[src/design/ccd_pkg.sv]
// Shared types, register codes and the dot threshold table for the color correct / dither core.
`default_nettype none

package ccd_pkg;

  localparam int unsigned LANE_LAT  = 6;   // lane pipeline depth, input to curve result
  localparam int unsigned NUM_CHAN  = 3;
  localparam int unsigned CFG_IDX_W = 4;
  localparam int unsigned CFG_DAT_W = 10;

  // configuration register indexes
  typedef enum logic [CFG_IDX_W-1:0] {
    REG_CONTRAST   = 4'd0,
    REG_RED_MID    = 4'd1,
    REG_GREEN_MID  = 4'd2,
    REG_BLUE_MID   = 4'd3,
    REG_RED_BASE   = 4'd4,
    REG_GREEN_BASE = 4'd5,
    REG_BLUE_BASE  = 4'd6,
    REG_OUT_MODE   = 4'd7
  } ccd_reg_e;

  typedef enum logic [1:0] {
    MODE_RGB    = 2'd0,
    MODE_CMY    = 2'd1,
    MODE_DITHER = 2'd2,
    MODE_CURVE  = 2'd3
  } ccd_mode_e;

  // reset values
  localparam logic [9:0] CONTRAST_RST   = 10'd256;
  localparam logic [7:0] RED_MID_RST    = 8'd231;
  localparam logic [7:0] GREEN_MID_RST  = 8'd239;
  localparam logic [7:0] BLUE_MID_RST   = 8'd255;
  localparam logic [7:0] CURVE_BASE_RST = 8'd32;

  typedef struct packed {
    logic [7:0] red_in;
    logic [7:0] green_in;
    logic [7:0] blue_in;
    logic [3:0] dot_row;
    logic [3:0] dot_col;
  } ccd_in_t;

  typedef struct packed {
    logic [7:0] red_or_cyan;
    logic [7:0] green_or_magenta;
    logic [7:0] blue_or_yellow;
  } ccd_out_t;

  // per-item side info carried alongside the lanes to the merge stage
  typedef struct packed {
    ccd_mode_e  mode;
    logic       black;
    logic [7:0] thr;
  } ccd_ctl_t;

  // 16x16 ordered dither thresholds, indexed {row, col}
  localparam logic [7:0] DOT_ROM [256] = '{
    8'd253,8'd245,8'd228,8'd240,8'd198,8'd183,8'd212,8'd182,
    8'd211,8'd197,8'd181,8'd210,8'd233,8'd227,8'd250,8'd254,
    8'd251,8'd234,8'd184,8'd213,8'd166,8'd143,8'd165,8'd142,
    8'd164,8'd141,8'd163,8'd152,8'd180,8'd223,8'd232,8'd244,
    8'd241,8'd221,8'd199,8'd144,8'd124,8'd100,8'd123,8'd99,
    8'd122,8'd98,8'd113,8'd131,8'd162,8'd196,8'd222,8'd226,
    8'd229,8'd185,8'd167,8'd114,8'd101,8'd84,8'd72,8'd71,
    8'd83,8'd70,8'd69,8'd97,8'd112,8'd140,8'd179,8'd239,
    8'd200,8'd153,8'd102,8'd125,8'd73,8'd49,8'd48,8'd47,
    8'd58,8'd46,8'd45,8'd68,8'd96,8'd132,8'd161,8'd195,
    8'd186,8'd168,8'd115,8'd74,8'd50,8'd34,8'd26,8'd25,
    8'd24,8'd23,8'd33,8'd44,8'd82,8'd111,8'd139,8'd178,
    8'd201,8'd145,8'd103,8'd75,8'd51,8'd27,8'd12,8'd11,
    8'd10,8'd9,8'd22,8'd43,8'd67,8'd95,8'd160,8'd209,
    8'd214,8'd169,8'd126,8'd85,8'd59,8'd28,8'd13,8'd3,
    8'd2,8'd8,8'd21,8'd42,8'd66,8'd94,8'd138,8'd177,
    8'd187,8'd146,8'd104,8'd76,8'd52,8'd29,8'd14,8'd4,
    8'd0,8'd7,8'd20,8'd57,8'd88,8'd121,8'd159,8'd219,
    8'd202,8'd154,8'd127,8'd77,8'd53,8'd30,8'd15,8'd16,
    8'd1,8'd6,8'd19,8'd41,8'd65,8'd93,8'd151,8'd194,
    8'd188,8'd147,8'd105,8'd86,8'd54,8'd35,8'd31,8'd32,
    8'd5,8'd18,8'd36,8'd40,8'd64,8'd120,8'd137,8'd176,
    8'd203,8'd155,8'd128,8'd106,8'd78,8'd55,8'd60,8'd56,
    8'd17,8'd38,8'd39,8'd81,8'd92,8'd110,8'd150,8'd208,
    8'd235,8'd215,8'd148,8'd116,8'd129,8'd79,8'd80,8'd87,
    8'd37,8'd62,8'd63,8'd91,8'd119,8'd136,8'd175,8'd231,
    8'd242,8'd189,8'd204,8'd170,8'd107,8'd117,8'd108,8'd118,
    8'd61,8'd90,8'd109,8'd130,8'd135,8'd207,8'd218,8'd225,
    8'd246,8'd236,8'd216,8'd190,8'd156,8'd171,8'd149,8'd172,
    8'd89,8'd157,8'd134,8'd158,8'd174,8'd193,8'd238,8'd249,
    8'd248,8'd252,8'd243,8'd230,8'd205,8'd220,8'd191,8'd217,
    8'd133,8'd206,8'd173,8'd192,8'd237,8'd224,8'd247,8'd255
  };

  function automatic logic [7:0] ccd_dot_thr(logic [3:0] row, logic [3:0] col);
    return DOT_ROM[{row, col}];
  endfunction

endpackage

`default_nettype wire

[src/design/ccd_merge.sv]
// Merge stage: joins the three lane curves into RGB, CMY or dithered CMY and registers the result.
`default_nettype none

module ccd_merge
  import ccd_pkg::*;
(
  input  wire logic            clk_i,
  input  wire logic            rst_ni,
  input  wire logic            vld_i,
  input  wire ccd_ctl_t        ctl_i,
  input  wire logic [2:0][7:0] curve_i,   // [0] red, [1] green, [2] blue
  output logic                 res_valid_o,
  output ccd_out_t             res_o
);

  logic [2:0][7:0] sel;
  logic [7:0]      cmy;
  ccd_out_t        res_d, res_q;
  logic            vld_q;

  always_comb begin
    for (int i = 0; i < NUM_CHAN; i++) begin
      cmy = ctl_i.black ? 8'd255 : (8'd255 - curve_i[i]);
      case (ctl_i.mode)
        MODE_RGB, MODE_CURVE: sel[i] = curve_i[i];
        MODE_CMY:             sel[i] = cmy;
        MODE_DITHER:          sel[i] = (ctl_i.thr >= cmy) ? 8'd0 : cmy;
        default:              sel[i] = curve_i[i];
      endcase
    end
    res_d.red_or_cyan      = sel[0];
    res_d.green_or_magenta = sel[1];
    res_d.blue_or_yellow   = sel[2];
  end

  always_ff @(posedge clk_i or negedge rst_ni) begin
    if (!rst_ni) begin
      vld_q <= 1'b0;
    end else begin
      vld_q <= vld_i;
    end
  end

  always_ff @(posedge clk_i) begin
    res_q <= res_d;
  end

  assign res_valid_o = vld_q;
  assign res_o       = res_q;

  // black pixel in plain CMY prints full ink
  a_black_cmy: assert property (@(posedge clk_i) disable iff (!rst_ni)
    res_valid_o && $past(ctl_i.mode) == MODE_CMY && $past(ctl_i.black)
    |-> res_o == {8'd255, 8'd255, 8'd255})
    else $error("black pixel did not give full CMY");

  // dithered output is either off or above the dot threshold
  a_dither: assert property (@(posedge clk_i) disable iff (!rst_ni)
    res_valid_o && $past(ctl_i.mode) == MODE_DITHER
    |-> (res_o.red_or_cyan == 8'd0 || res_o.red_or_cyan > $past(ctl_i.thr))
     && (res_o.green_or_magenta == 8'd0 || res_o.green_or_magenta > $past(ctl_i.thr))
     && (res_o.blue_or_yellow == 8'd0 || res_o.blue_or_yellow > $past(ctl_i.thr)))
    else $error("dithered value not above threshold");

  // RGB modes pass the lane curves straight through; red sits in the top byte
  a_rgb_pass: assert property (@(posedge clk_i) disable iff (!rst_ni)
    res_valid_o && ($past(ctl_i.mode) == MODE_RGB || $past(ctl_i.mode) == MODE_CURVE)
    |-> res_o == {$past(curve_i[0]), $past(curve_i[1]), $past(curve_i[2])})
    else $error("RGB mode altered curve value");

endmodule

`default_nettype wire

[config.mk]
export PLATFORM = sky130hd
export DESIGN_NAME = ccd_merge
export DESIGN_NICKNAME = d
export VERILOG_FILES = /design/src/design/ccd_pkg.sv /design/src/design/ccd_merge.sv
export SDC_FILE = /design/constraint.sdc
export NUM_CORES = 1
export LEC_CHECK = 0
export ABC_AREA = 1
export BUFFER_PORTS_ARGS = -buffer_cell sky130_fd_sc_hd__buf_4
export CORE_MARGIN = 4
export CORE_UTILIZATION = 49
export DETAILED_ROUTE_END_ITERATION = 10
export GPL_TIMING_DRIVEN = 0
export PLACE_DENSITY = 0.79
export SETUP_SLACK_MARGIN = 0.4
export SYNTH_ARGS = -nofsm -noshare
export SYNTH_HDL_FRONTEND = slang
export SYNTH_SLANG_ARGS = --single-unit
[constraint.sdc]
create_clock -name clk_i -period 0.8 [get_ports clk_i]
set_input_delay 0.24 -clock clk_i [delete_from_list [all_inputs] [get_ports clk_i]]
set_output_delay 0.24 -clock clk_i [all_outputs]
set_load 0.05 [all_outputs]
* After elaboration in Yosys (flattened, before gate mapping) *
Index checks and enable logic that the tools add are counted.
Widths: inputs -> output; s select.

operators by class
  reduce and logical (&&, ||, !) cells = 2
  multiplexer cells = 9
  add/sub/neg operators = 3
  equal/unequal tests = 3
  $lt $le $gt $ge = 3

operators by type and width
  operator             number
  $pmux 8 s3           3
  $mux 8               6
  $ge 8x8->1           3
  $sub 8x8->8 const A  3
  $eq 2x2->1 const B   2
  $eq 2x1->1 const B   1
  $logic_not 2->1      1
  $reduce_or 2->1      1

storage, ports and cells
  input port bits = 38
  logic and storage cells = 24
  output and inout port bits = 25
  register bits after elaboration = 25

* Depth between registers and ports, before layout *
  depth after elaboration = 5
  depth in mapped cells = 14
  gate-level depth less buffers = 14

* Worst setup path after synthesis *
No wires, ideal clock.

  path type = input to register
  start = in ctl_i[8] (netlist bit)
  end = reg res_q, in the netlist res_o[0]
  setup slack = -529 ps
  arrival time = 1271 ps
  setup time = 58 ps
  data required time = 742 ps
  buffers on the path = 1
  stages = 12
  cells stage by stage = buf_4 > nor2_1 > ha_1 > nand2_1 > nand3b_1 > nand2_1 > nand2_1 > nand2_1 > nand2_2 > nand2_4 > nand2_1 > nand2_1

RTL lines
  what                  RTL line         RTL
  from (decl)           ccd_merge.sv:10  input wire ccd_ctl_t ctl_i,
  to (signal assigned)  ccd_merge.sv:45  res_q <= res_d;
  to (decl)             ccd_merge.sv:18  ccd_out_t res_d, res_q;

==> results.sh <==
export IMPL_violations="hold timing, setup timing"
export IMPL_antenna_found_initial=0
export IMPL_synth_compound_gate_area_share_pct=2.626
export IMPL_ys_seq_area_share_pct=29.47
export IMPL_internal_power_mw=2.551
export IMPL_grt_max_degree=16
export IMPL_status="complete, but fails checks"
export IMPL_placed_area_um2=2506
export IMPL_fp_dieArea_um2=4511
export IMPL_power_density_nw_per_um2=1480
export IMPL_vias_per_cell=5.039
export IMPL_switching_share_pct=41.69
export IMPL_tightest_slew_ns=0.5106
export IMPL_yosysWarnings=0
export IMPL_total_power_mw=4.375
export IMPL_n_antenna_cell=0
export IMPL_wl_um=5704
export IMPL_rsz0062_at_grt="yes"
export IMPL_p_comb_share_pct=50.8
export IMPL_path_max_fanout=8
export IMPL_portBuffers=62
export IMPL_end_kind="register"
export IMPL_holdCritStartpoint="vld_i"
export IMPL_synth_fp_nets=329
export IMPL_drv_slew=0
export IMPL_setup_viol=49
export IMPL_worstSetupStartpointType="input pin"
export IMPL_rows=21
export IMPL_worst_setup_path_type="input pin to register"
export IMPL_route_detailed_drc=0
export IMPL_cts_buffers=3
export IMPL_io_pins=63
export IMPL_synth_flop_cell="dfxtp_1"
export IMPL_cts_tree="done"
export IMPL_vias=1935
export IMPL_syn_area_um2=1715
export IMPL_synth_avg_cell_area_um2=6.473
export IMPL_finalNetCount=403
export IMPL_final_cells=384
export IMPL_synth_top_area_share_pct=28.01
export IMPL_muxShareOfSynthArea_pct=0
export IMPL_peakVddDrop_uv=933.5
export IMPL_ys_seq_elements=25
export IMPL_power_switching_mw=1.824
export IMPL_final_min_clock_period_ns=1.290
export IMPL_cp_startpoint="ctl_i[8]"
export IMPL_synthCells=265
export IMPL_core_um2=3363
export IMPL_fp_dieW_um=67.17
export IMPL_fin_ws_ns=-0.4896
export IMPL_ant_nets=0
export IMPL_initial_utilization_pct=51.00
export IMPL_yosys_top_cells_area="dfxtp_1, nand2_1, ha_1"
export IMPL_synth_top_family_by_area="simple AND/OR/NAND/NOR gates"
export IMPL_cp_required_ns=1.08
export IMPL_place_ws_ns=-0.8210
export IMPL_cts_sinks=25
export IMPL_stdcell_area_um2=2957
export IMPL_yosys_area_share_simple_pct=39.24
export IMPL_grt_usage_pct=25.25
export IMPL_gp_congestion=0.8638
export IMPL_clkSlewWorstSetupHoldPaths_ns=0.16
export IMPL_post_route_util_pct=87.91
export IMPL_dp_hpwl_um=3572
export IMPL_holdWs_ns=-0.001281
export IMPL_layout_drive_gt1_share_pct=48.52
export IMPL_pwr_share_seq_pct=35.0
export IMPL_drt_wirelength_per_cell_um=14.85
export IMPL_dieHeight_um=67.17
export IMPL_cts_buffer_depth=2
export IMPL_grt_pass1_vias=1924
export IMPL_h_tree_depth=1
export IMPL_finalCritPeriodShare_pct=161.2
export IMPL_ys_async_sr_fraction_pct=4.000
export IMPL_clkPwrFrac_pct=14.2
export IMPL_clock_root_buffer="clkbuf_4"
export IMPL_critical_path_arrival_ns=1.57
export IMPL_yosys_area_share_adder_pct=18.96
export IMPL_grt_pass1_wl_um=8769
export IMPL_first_pass_iters=4
export IMPL_p_leak_nw=1.498
export IMPL_yosysMostFrequentCell="nand2_1"
export IMPL_fmax_mhz=775.4
export IMPL_grt_ovfl_total=0
export IMPL_hold_path_class="input pin to register"
export IMPL_area_delta_synth_final_pct=72.36
export IMPL_fin_setup_tns_ns=-17.06
export IMPL_drtIter0Drc=91
export IMPL_synth_common_cells="nand2_1, nor2_1, inv_1"
export IMPL_dp_cells=373
export IMPL_drv_cap=0
export IMPL_synthXorXnorAreaFrac_pct=0
export IMPL_maxSlewHeadroom_pct=65.96
export IMPL_yosys_area_top_type="dfxtp_1"
export IMPL_hold_violations=1
export IMPL_nFillCells=181
export IMPL_synthDistinctLibCells=16
export IMPL_ctsHoldBuffers=1
export IMPL_synth_edff_count=0
[layout by cell type, fill, tap and decap left out, types with 5 or more instances in the layout]
| cell type | instances |
|---|---|
| nand2_1 | 89 |
| inv_1 | 27 |
| nor2_1 | 29 |
| a21oi_2 | 5 |
| buf_4 | 41 |
| nand2_2 | 16 |
| buf_8 | 22 |
| nand3b_1 | 5 |
| nor2_4 | 14 |
| ha_4 | 9 |
| ha_1 | 17 |
| dfxtp_4 | 16 |
| nor2_2 | 8 |
| dfxtp_2 | 8 |
[worst paths after layout]
path / end / slack (ns) / cells after the start
min in group asynchronous: res_valid_o$_DFF_PN0_ / 0.20 / 2
max: res_o[0]$_DFF_P_ / -0.49 / 11
max in group asynchronous: res_valid_o$_DFF_PN0_ / 0.51 / 2
min: res_valid_o$_DFF_PN0_ / -0.001 / 1
[logic make-up after synthesis]
logic type,Yosys count
and+or+nand+nor,165
adders and majority gates,26
AOI/OAI and AO/OA,9
buffers and inverters,40
DFF,25
[power by group through the flow]
stage          clock network, mW  registers (mW)  logic (mW)
5_1_grt                    0.674            1.55        2.38
3_5_place_dp                   0            1.49        1.80
4_1_cts                    0.615            1.52        2.08
2_1_floorplan                  0            2.05       0.666
3_3_place_gp                   0            1.48        1.78
6_report                   0.622            1.53        2.22
[flip-flops by register name, summed over array words and instances (netlist names)]
name         cells
res_valid_o      1
res_o           24
[per-layer routing]
layer / track usage [%] / vias to the layer above / routed length, um / part of all wire, %
met1: 31.78 / 886 / 2348 / 41
met2: 43.93 / 78 / 2831 / 50
met4: 9.114 / 0 / 181 / 3.2
li1: - / 950 / - / -
met5: 0 / - / 0 / 0
met3: 3.161 / 21 / 343 / 6.0
[repair_timing]
item                       4_1_cts  5_1_grt
gates cloned                     2        0
hold endpoints to repair         2        1
gates resized for setup         67       25
pin swaps                       25       11
setup endpoints to repair       49       49
setup buffers                    3        1
[final cells by class]
class	count	area (um2)	share of cell area (%)
Clock buffer	3	22.52	0.7617
Multi-Input combinational cell	200	1344	45.45
Inverter	33	133.9	4.528
Timing Repair Buffer	69	749.5	25.35
Clock inverter	1	7.507	0.2539
Sequential cell	25	576.8	19.51
Tap cell	46	57.56	1.947
Buffer	7	65.06	2.201
[worst max-delay path, cell delays in order]
cell     delay, ns
buf_12        0.13
buf_12        0.15
nor2_4        0.13
ha_4          0.21
a21oi_1       0.19
nand2_1       0.09
nand2_1       0.08
nand2_2       0.07
nand2_4       0.12
nand2_1       0.07
nand2_1       0.10
(Power assumes the default switching activity.)
