$ cat src/design/ccd_pkg.sv
// Shared types, register codes and the dot threshold table for the color correct / dither core.
`default_nettype none

package ccd_pkg;

  localparam int unsigned LANE_LAT  = 6;   // lane pipeline depth, input to curve result
  localparam int unsigned NUM_CHAN  = 3;
  localparam int unsigned CFG_IDX_W = 4;
  localparam int unsigned CFG_DAT_W = 10;

  // configuration register indexes
  typedef enum logic [CFG_IDX_W-1:0] {
    REG_CONTRAST   = 4'd0,
    REG_RED_MID    = 4'd1,
    REG_GREEN_MID  = 4'd2,
    REG_BLUE_MID   = 4'd3,
    REG_RED_BASE   = 4'd4,
    REG_GREEN_BASE = 4'd5,
    REG_BLUE_BASE  = 4'd6,
    REG_OUT_MODE   = 4'd7
  } ccd_reg_e;

  typedef enum logic [1:0] {
    MODE_RGB    = 2'd0,
    MODE_CMY    = 2'd1,
    MODE_DITHER = 2'd2,
    MODE_CURVE  = 2'd3
  } ccd_mode_e;

  // reset values
  localparam logic [9:0] CONTRAST_RST   = 10'd256;
  localparam logic [7:0] RED_MID_RST    = 8'd231;
  localparam logic [7:0] GREEN_MID_RST  = 8'd239;
  localparam logic [7:0] BLUE_MID_RST   = 8'd255;
  localparam logic [7:0] CURVE_BASE_RST = 8'd32;

  typedef struct packed {
    logic [7:0] red_in;
    logic [7:0] green_in;
    logic [7:0] blue_in;
    logic [3:0] dot_row;
    logic [3:0] dot_col;
  } ccd_in_t;

  typedef struct packed {
    logic [7:0] red_or_cyan;
    logic [7:0] green_or_magenta;
    logic [7:0] blue_or_yellow;
  } ccd_out_t;

  // per-item side info carried alongside the lanes to the merge stage
  typedef struct packed {
    ccd_mode_e  mode;
    logic       black;
    logic [7:0] thr;
  } ccd_ctl_t;

  // 16x16 ordered dither thresholds, indexed {row, col}
  localparam logic [7:0] DOT_ROM [256] = '{
    8'd253,8'd245,8'd228,8'd240,8'd198,8'd183,8'd212,8'd182,
    8'd211,8'd197,8'd181,8'd210,8'd233,8'd227,8'd250,8'd254,
    8'd251,8'd234,8'd184,8'd213,8'd166,8'd143,8'd165,8'd142,
    8'd164,8'd141,8'd163,8'd152,8'd180,8'd223,8'd232,8'd244,
    8'd241,8'd221,8'd199,8'd144,8'd124,8'd100,8'd123,8'd99,
    8'd122,8'd98,8'd113,8'd131,8'd162,8'd196,8'd222,8'd226,
    8'd229,8'd185,8'd167,8'd114,8'd101,8'd84,8'd72,8'd71,
    8'd83,8'd70,8'd69,8'd97,8'd112,8'd140,8'd179,8'd239,
    8'd200,8'd153,8'd102,8'd125,8'd73,8'd49,8'd48,8'd47,
    8'd58,8'd46,8'd45,8'd68,8'd96,8'd132,8'd161,8'd195,
    8'd186,8'd168,8'd115,8'd74,8'd50,8'd34,8'd26,8'd25,
    8'd24,8'd23,8'd33,8'd44,8'd82,8'd111,8'd139,8'd178,
    8'd201,8'd145,8'd103,8'd75,8'd51,8'd27,8'd12,8'd11,
    8'd10,8'd9,8'd22,8'd43,8'd67,8'd95,8'd160,8'd209,
    8'd214,8'd169,8'd126,8'd85,8'd59,8'd28,8'd13,8'd3,
    8'd2,8'd8,8'd21,8'd42,8'd66,8'd94,8'd138,8'd177,
    8'd187,8'd146,8'd104,8'd76,8'd52,8'd29,8'd14,8'd4,
    8'd0,8'd7,8'd20,8'd57,8'd88,8'd121,8'd159,8'd219,
    8'd202,8'd154,8'd127,8'd77,8'd53,8'd30,8'd15,8'd16,
    8'd1,8'd6,8'd19,8'd41,8'd65,8'd93,8'd151,8'd194,
    8'd188,8'd147,8'd105,8'd86,8'd54,8'd35,8'd31,8'd32,
    8'd5,8'd18,8'd36,8'd40,8'd64,8'd120,8'd137,8'd176,
    8'd203,8'd155,8'd128,8'd106,8'd78,8'd55,8'd60,8'd56,
    8'd17,8'd38,8'd39,8'd81,8'd92,8'd110,8'd150,8'd208,
    8'd235,8'd215,8'd148,8'd116,8'd129,8'd79,8'd80,8'd87,
    8'd37,8'd62,8'd63,8'd91,8'd119,8'd136,8'd175,8'd231,
    8'd242,8'd189,8'd204,8'd170,8'd107,8'd117,8'd108,8'd118,
    8'd61,8'd90,8'd109,8'd130,8'd135,8'd207,8'd218,8'd225,
    8'd246,8'd236,8'd216,8'd190,8'd156,8'd171,8'd149,8'd172,
    8'd89,8'd157,8'd134,8'd158,8'd174,8'd193,8'd238,8'd249,
    8'd248,8'd252,8'd243,8'd230,8'd205,8'd220,8'd191,8'd217,
    8'd133,8'd206,8'd173,8'd192,8'd237,8'd224,8'd247,8'd255
  };

  function automatic logic [7:0] ccd_dot_thr(logic [3:0] row, logic [3:0] col);
    return DOT_ROM[{row, col}];
  endfunction

endpackage

`default_nettype wire

$ cat src/design/ccd_lane.sv
// One color channel: contrast mix followed by the Bezier tone curve, six register stages.
`default_nettype none

module ccd_lane
  import ccd_pkg::*;
(
  input  wire logic       clk_i,
  input  wire logic [7:0] own_i,
  input  wire logic [7:0] oth_a_i,
  input  wire logic [7:0] oth_b_i,
  input  wire logic       bypass_i,   // curve-only mode: skip contrast
  input  wire logic [9:0] k_i,
  input  wire logic [7:0] mid_i,
  input  wire logic [7:0] base_i,
  output logic      [7:0] curve_o
);

  // contrast, stage 1: products
  logic        [17:0] prod_own_d, prod_own_q;
  logic signed [20:0] prod_oth_d, prod_oth_q;
  logic        [7:0]  raw_q;
  logic               bypass_q;
  logic        [8:0]  osum;
  logic signed [10:0] kd;

  always_comb begin
    osum       = {1'b0, oth_a_i} + {1'b0, oth_b_i};
    kd         = $signed({1'b0, k_i}) - 11'sd256;
    prod_own_d = {8'd0, k_i} * {10'd0, own_i};
    prod_oth_d = kd * $signed({1'b0, osum});
  end

  always_ff @(posedge clk_i) begin
    prod_own_q <= prod_own_d;
    prod_oth_q <= prod_oth_d;
    raw_q      <= own_i;
    bypass_q   <= bypass_i;
  end

  // contrast, stage 2: 2k*own - (k-256)*others, /512 toward zero, clamp
  logic signed [21:0] mix_n;
  logic        [7:0]  v_d, v_q;

  always_comb begin
    mix_n = $signed({3'd0, prod_own_q, 1'b0}) - $signed({prod_oth_q[20], prod_oth_q});
    if (bypass_q) begin
      v_d = raw_q;
    end else if (mix_n[21]) begin
      v_d = 8'd0;
    end else if (|mix_n[20:17]) begin
      v_d = 8'd255;
    end else begin
      v_d = mix_n[16:9];
    end
  end

  always_ff @(posedge clk_i) begin
    v_q <= v_d;
  end

  // curve, stage 1: v(256-v), v^2, 3(mid-base)
  logic        [16:0] a_full;
  logic        [15:0] a_q, vv_d, vv_q;
  logic        [7:0]  v1_q;
  logic signed [8:0]  diff;
  logic signed [10:0] d3_d, d3_q;
  logic               sat1_q;

  always_comb begin
    a_full = {9'd0, v_q} * (17'd256 - {9'd0, v_q});
    vv_d   = {8'd0, v_q} * {8'd0, v_q};
    diff   = $signed({1'b0, mid_i}) - $signed({1'b0, base_i});
    d3_d   = $signed({diff[8], diff, 1'b0}) + $signed({{2{diff[8]}}, diff});
  end

  always_ff @(posedge clk_i) begin
    a_q    <= a_full[15:0];
    vv_q   <= vv_d;
    v1_q   <= v_q;
    d3_q   <= d3_d;
    sat1_q <= (v_q == 8'd255);
  end

  // curve, stage 2: 3(mid-base)v(256-v), v^3
  logic signed [27:0] m1_d, m1_q, m1b_q;
  logic        [23:0] vvv_d, vvv_q;
  logic               sat2_q, sat3_q;

  always_comb begin
    m1_d  = d3_q * $signed({1'b0, a_q});
    vvv_d = {8'd0, vv_q} * {16'd0, v1_q};
  end

  always_ff @(posedge clk_i) begin
    m1_q   <= m1_d;
    vvv_q  <= vvv_d;
    sat2_q <= sat1_q;
  end

  // curve, stage 3: v^3 (255-base)
  logic [31:0] m2_d, m2_q;

  always_comb begin
    m2_d = {8'd0, vvv_q} * {24'd0, 8'd255 - base_i};
  end

  always_ff @(posedge clk_i) begin
    m2_q   <= m2_d;
    m1b_q  <= m1_q;
    sat3_q <= sat2_q;
  end

  // curve, stage 4: sum in Q24 with rounding, floor and clamp
  logic signed [35:0] sum;
  logic        [7:0]  curve_d, curve_q;

  always_comb begin
    sum = $signed({m1b_q, 8'd0}) + $signed({4'd0, m2_q})
        + $signed({4'd0, base_i, 24'd0}) + 36'sh0_0080_0000;
    if (sat3_q) begin
      curve_d = 8'd255;
    end else if (sum[35]) begin
      curve_d = 8'd0;
    end else if (|sum[34:32]) begin
      curve_d = 8'd255;
    end else begin
      curve_d = sum[31:24];
    end
  end

  always_ff @(posedge clk_i) begin
    curve_q <= curve_d;
  end

  assign curve_o = curve_q;

endmodule

`default_nettype wire

$ cat config.mk
export PLATFORM = sky130hd
export DESIGN_NAME = ccd_lane
export DESIGN_NICKNAME = d
export VERILOG_FILES = /design/src/design/ccd_pkg.sv /design/src/design/ccd_lane.sv
export SDC_FILE = /design/constraint.sdc
export NUM_CORES = 2
export LEC_CHECK = 0
export BUFFER_PORTS_ARGS = -buffer_cell sky130_fd_sc_hd__buf_2
export CORE_ASPECT_RATIO = 0.7
export CORE_MARGIN = 2
export CORE_UTILIZATION = 60
export DETAILED_ROUTE_END_ITERATION = 10
export GPL_ROUTABILITY_DRIVEN = 0
export GPL_TIMING_DRIVEN = 0
export MAX_ROUTING_LAYER = met4
export PLACE_DENSITY = 0.92
export RECOVER_POWER = 50
export SYNTH_ARGS = -nofsm -noshare
export SYNTH_HDL_FRONTEND = slang
export SYNTH_SLANG_ARGS = --single-unit
$ cat constraint.sdc
create_clock -name clk_i -period 7.4 [get_ports clk_i]
set_input_delay 1.11 -clock clk_i [delete_from_list [all_inputs] [get_ports clk_i]]
set_output_delay 1.11 -clock clk_i [all_outputs]
set_load 0.02 [all_outputs]
# ---- Yosys cells after proc, flatten, opt, wreduce, memory -nomap -nowiden
# Cells that the tools add are included.
dict set report classes {
  addsub 10
  n_mul 7
  n_eq_ne 1
  mux 5
  n_reduce_logical 2
}
# op count
set op_table {}
lappend op_table {{$add 36x33->36} 2}
lappend op_table {{$mux 8} 5}
lappend op_table {{$add 36x25->36 const B} 1}
lappend op_table {{$mul 24x8->32} 1}
lappend op_table {{$mul 11x17->28} 1}
lappend op_table {{$mul 16x8->24} 1}
lappend op_table {{$sub 20x21->22} 1}
lappend op_table {{$mul 11x10->21} 1}
lappend op_table {{$mul 10x8->18} 1}
lappend op_table {{$mul 8x8->16} 1}
lappend op_table {{$mul 9x10->16} 1}
lappend op_table {{$add 10x9->11} 1}
lappend op_table {{$sub 10x9->11 const B} 1}
lappend op_table {{$sub 9x8->10 const A} 1}
lappend op_table {{$add 8x8->9} 1}
lappend op_table {{$sub 8x8->9} 1}
lappend op_table {{$eq 8x8->1 const B} 1}
lappend op_table {{$sub 8x8->8 const A} 1}
lappend op_table {{$reduce_or 4->1} 1}
lappend op_table {{$reduce_or 3->1} 1}
dict set report totals {
  ff_bits 230
  input_bits 52
  output_inout_bits 8
  wordCells 42
}

# ---- Logic depth before layout (Yosys ltp)
dict set report logic_depth {
  ltp_word 6
  ltp_mapped 31
  depth_no_buf 30
}

# ---- Worst setup path after synthesis
# OpenSTA, ideal clock, no wires.
dict set report synth_path {
  path_type {input to register}
  start {input oth_a_i[0]}
  end {register prod_oth_q[18]}
  setup_ns 0.072
  t_arrival_ns 7.139
  required_ns 7.328
  slack_ns 0.188
  cell_stages 30
  path_buffers 1
  path_cell_list {ha_1 -> inv_1 -> fa_1 -> inv_1 -> a21o_1 -> a21oi_1 -> o21bai_1 -> a21o_1 -> xor2_1 -> clkbuf_1 -> and2_1 -> fa_1 -> fa_1 -> inv_1 -> fa_1 -> inv_1 -> fa_1 -> inv_1 -> fa_1 -> inv_1 -> ha_1 -> nor3_1 -> o21ai_0 -> a21oi_1 -> o21ai_0 -> o211a_1 -> o21a_1 -> o21ai_0 -> nor2b_1 -> xnor2_1}
}
dict set report synth_via {
  elab_chain_cells 2
}
# element line
set synth_rtl {}
lappend synth_rtl {{start: declaration} ccd_lane.sv:9} ;# input wire logic [7:0] oth_a_i,
lappend synth_rtl {{$add 8x8->9} ccd_lane.sv:27} ;# osum = {1'b0, oth_a_i} + {1'b0, oth_b_i};
lappend synth_rtl {{$mul 11x10->21} ccd_lane.sv:30} ;# prod_oth_d = kd * $signed({1'b0, osum});
lappend synth_rtl {{via prod_oth_d[18]} ccd_lane.sv:20} ;# logic signed [20:0] prod_oth_d, prod_oth_q;
lappend synth_rtl {{end signal: assignment} ccd_lane.sv:35} ;# prod_oth_q <= prod_oth_d;
lappend synth_rtl {{end: declaration} ccd_lane.sv:20}
# The timed path passes the listed nets, and every way through them passes these cells.
# A chain may end at the register's enable or synchronous reset.

# ---- Worst setup path in the final report
dict set report layout_path {
  start {input oth_a_i[0]}
  end {register prod_oth_q[19]}
}
# Same word-level chain as after synthesis.

==> results.cfg <==
[status]
outcome = completed

[placed_design]
pre_cts_slack_ps = -768
dp_hpwl_um = 61700
io_buffers = 58
dpl_cell_area_um2 = 33400

[logic_synthesis]
ys_seq_area_share_pct = 13.6
ys_top_cells_by_area = fa_1 34%, ha_1 16%, dfxtp_1 14%
synth-adder-area-share_pct = 50.4
synth_top_family_by_area = adder cells
synthCells = 3457
synthSimpleGateAreaFrac_pct = 16.1
avgSynthCellArea_um2 = 9.31
yosysWarnings = 0
synth_compound_area_share_pct = 6.54
synth_xor_area_share_pct = 4.22
synth-seq-cells = 219
ys_async_sr_fraction_pct = 0
synth.area.mux_share_pct = 0.183
ys.flop_type = dfxtp_1
synth_cell_type_count = 68
synth_top_cell_by_area = fa_1
synth_top_area_share_pct = 34.0
syn_area_um2 = 32200
synth_edf_count = 0

[route]
wire_per_inst_um = 18.2
wl_um = 78000
drt-initial-drc-count = 2019
drc = 0
vias_per_cell = 5.69
postRouteAntennaNets = 0
dr.pass1.iters = 6
vias = 24400

[critical_path]
path_delay_family = adder cells
cp-start-kind = input pin
slowest_delay_ps = 540
arrival_ps = 7570
r2r_end = a_q[15]
cp_max_fo = 10
worst-path-stages = 31
r2r-start = v_q[1]
worst_ep_required_time_ps = 7840
path_buf_inv = 8
r2r_setup_slack_ps = 940
cp-endpoint = prod_oth_q[19]
crit_type = input pin to flop
startpoint = oth_a_i[0]
slowest_stage = fa_1
reg2regPathDepth = 24
cp-end-kind = flop

[global_routing]
grt_pass1_vias = 26200
grt_max_degree = 17
grt_first_pass_wirelength_um = 129000
antenna_found_initial = 2
grt.overflow.total = 0
track_usage_pct = 30.0

[timing]
worst_pin_slew_ps = 1380
rsz0062_at_grt = true
setup_slack_ps = 266
drv_slew = 0
final.setup_skew_ps = 34.2
relSlewSlack_pct = 6.49
finalCriticalPeriod_ps = 7130
post-route-period-util_pct = 96.4
setup-violations-final = 0
clock.fmax_ghz = 0.140
hold_viol_final = 0

[worst_hold_path]
hp-start = m1_q[13]
hold_path.class = flop to flop

[job]
cap_violations = 0

[final_layout]
layout_common_cells = 671 x inv_1, 547 x fa_1, 422 x ha_1, 366 x nand2_1, 226 x and2_1
nFillCells = 3722
fin_nets = 4566
area_delta_synth_final_pct = 6.59
final_area_um2 = 34300
final_common_cell = inv_1
drive_gt1_share_pct = 2.98

[cts]
clockRootBuffer = clkbuf_16
numCtsBuffers = 23
cts_tree = done
postCtsHoldBufs = 0
clk_pin_slew_worst_paths_ps = 70
insertion_delay_ps = 580
ctsLongestPathBuffers = 3
cts.sinks = 219
htree_levels = 1

[die]
dieArea_um2 = 55500
dieWidth_um = 281
rows = 70
core-area_um2 = 52600
initial_utilization_pct = 61.1
io_pins = 60
fp.dieH_um = 198
==> per-stage QoR <==
step                TNS [ps]  std cells  hold WS, ps  util [%]
floorplan                  0       3462          310         -
global placement       -2220       4240          311      63.4
detailed placement     -3070       4240          314      63.4
CTS                        0       4282          328      65.2
global route           -65.2       4284          329      65.2
finish                     0       4284          329      65.2
==> routing by layer <==
metal	GRT usage (%)	vias to the layer above	part of all wire [%]
met5	-	-	0
met3	6.91	270	11
li1	-	10900	-
met2	46.6	1225	45
met1	39.2	12000	41
met4	9.41	0	3.5
==> worst min-delay path by stage <==
stage	cells after the start	to	slack [ps]
CTS	0	m1b_q[18]	330
detailed placement	0	m1b_q[27]	310
global placement	0	m1b_q[27]	310
global route	0	m1b_q[21]	330
finish	0	m1b_q[13]	330
floorplan	0	m1b_q[0]	310
==> cell families (layout without fill, tap and decap cells) <==
kind of cell / Yosys count / after routing
simple gates: 1026 / 1026
fa+ha+maj: 969 / 969
buf+inv: 762 / 862
compound gates: 319 / 319
flops: 219 / 219
xor+xnor: 155 / 155
mux: 5 / 5
other cells: 2 / 9
==> synthesized netlist by cell type, drive strengths merged (8+ instances only) <==
library cell and instances:
nand2b 60, or3 8, nor3 38, a21o 40, a21oi 110, clkbuf 87
dfxtp 219, o21a 27, nand4 9, fa 547, ha 422, or2 9
and2 237, nand3 31, and3 15, xnor2 108, nor2b 124, o211ai 8
o21bai 24, o21ai 42, xor2 47, a31oi 10, nand2 366, inv 671
nor2 109
==> layout make-up <==
| cell class | count | area (um2) | area share [%] |
|---|---|---|---|
| antenna | 2 | 5.00 | 0.0146 |
| buffer | 86 | 327 | 0.952 |
| clock buffer | 24 | 579 | 1.69 |
| clock inverter | 18 | 318 | 0.926 |
| inverter | 675 | 2530 | 7.39 |
| multi-input combinational | 2481 | 25000 | 72.8 |
| sequential | 219 | 4380 | 12.8 |
| tap | 720 | 901 | 2.63 |
| timing repair buffer | 59 | 273 | 0.795 |
==> flip-flops by register name, indices dropped and copies added, names as in the netlist, 8 cells and up <==
register,flops
prod_oth_q,21
raw_q,8
v1_q,8
m1_q,28
m2_q,24
v_q,8
vvv_q,24
curve_o,8
m1b_q,28
d3_q,11
a_q,15
prod_own_q,18
vv_q,14
==> worst register-to-register path: cells and delay by family (launching register included) <==
family          cells  cell delay [ps]
compound gates      5             1160
xor+xnor            1              140
fa+ha+maj           7             2730
buf+inv             6              920
flops               1              560
simple gates        5              840
==> repair_timing <==
action,CTS,global route
setup buffers,0,1
resized for setup,4,16
pin swaps,0,4
hold endpoints to repair,0,0
endpoints found under the setup margin,3,6
Power is not shown: default switching activity piles up to over one toggle a cycle in this logic, so the estimate is an artifact.
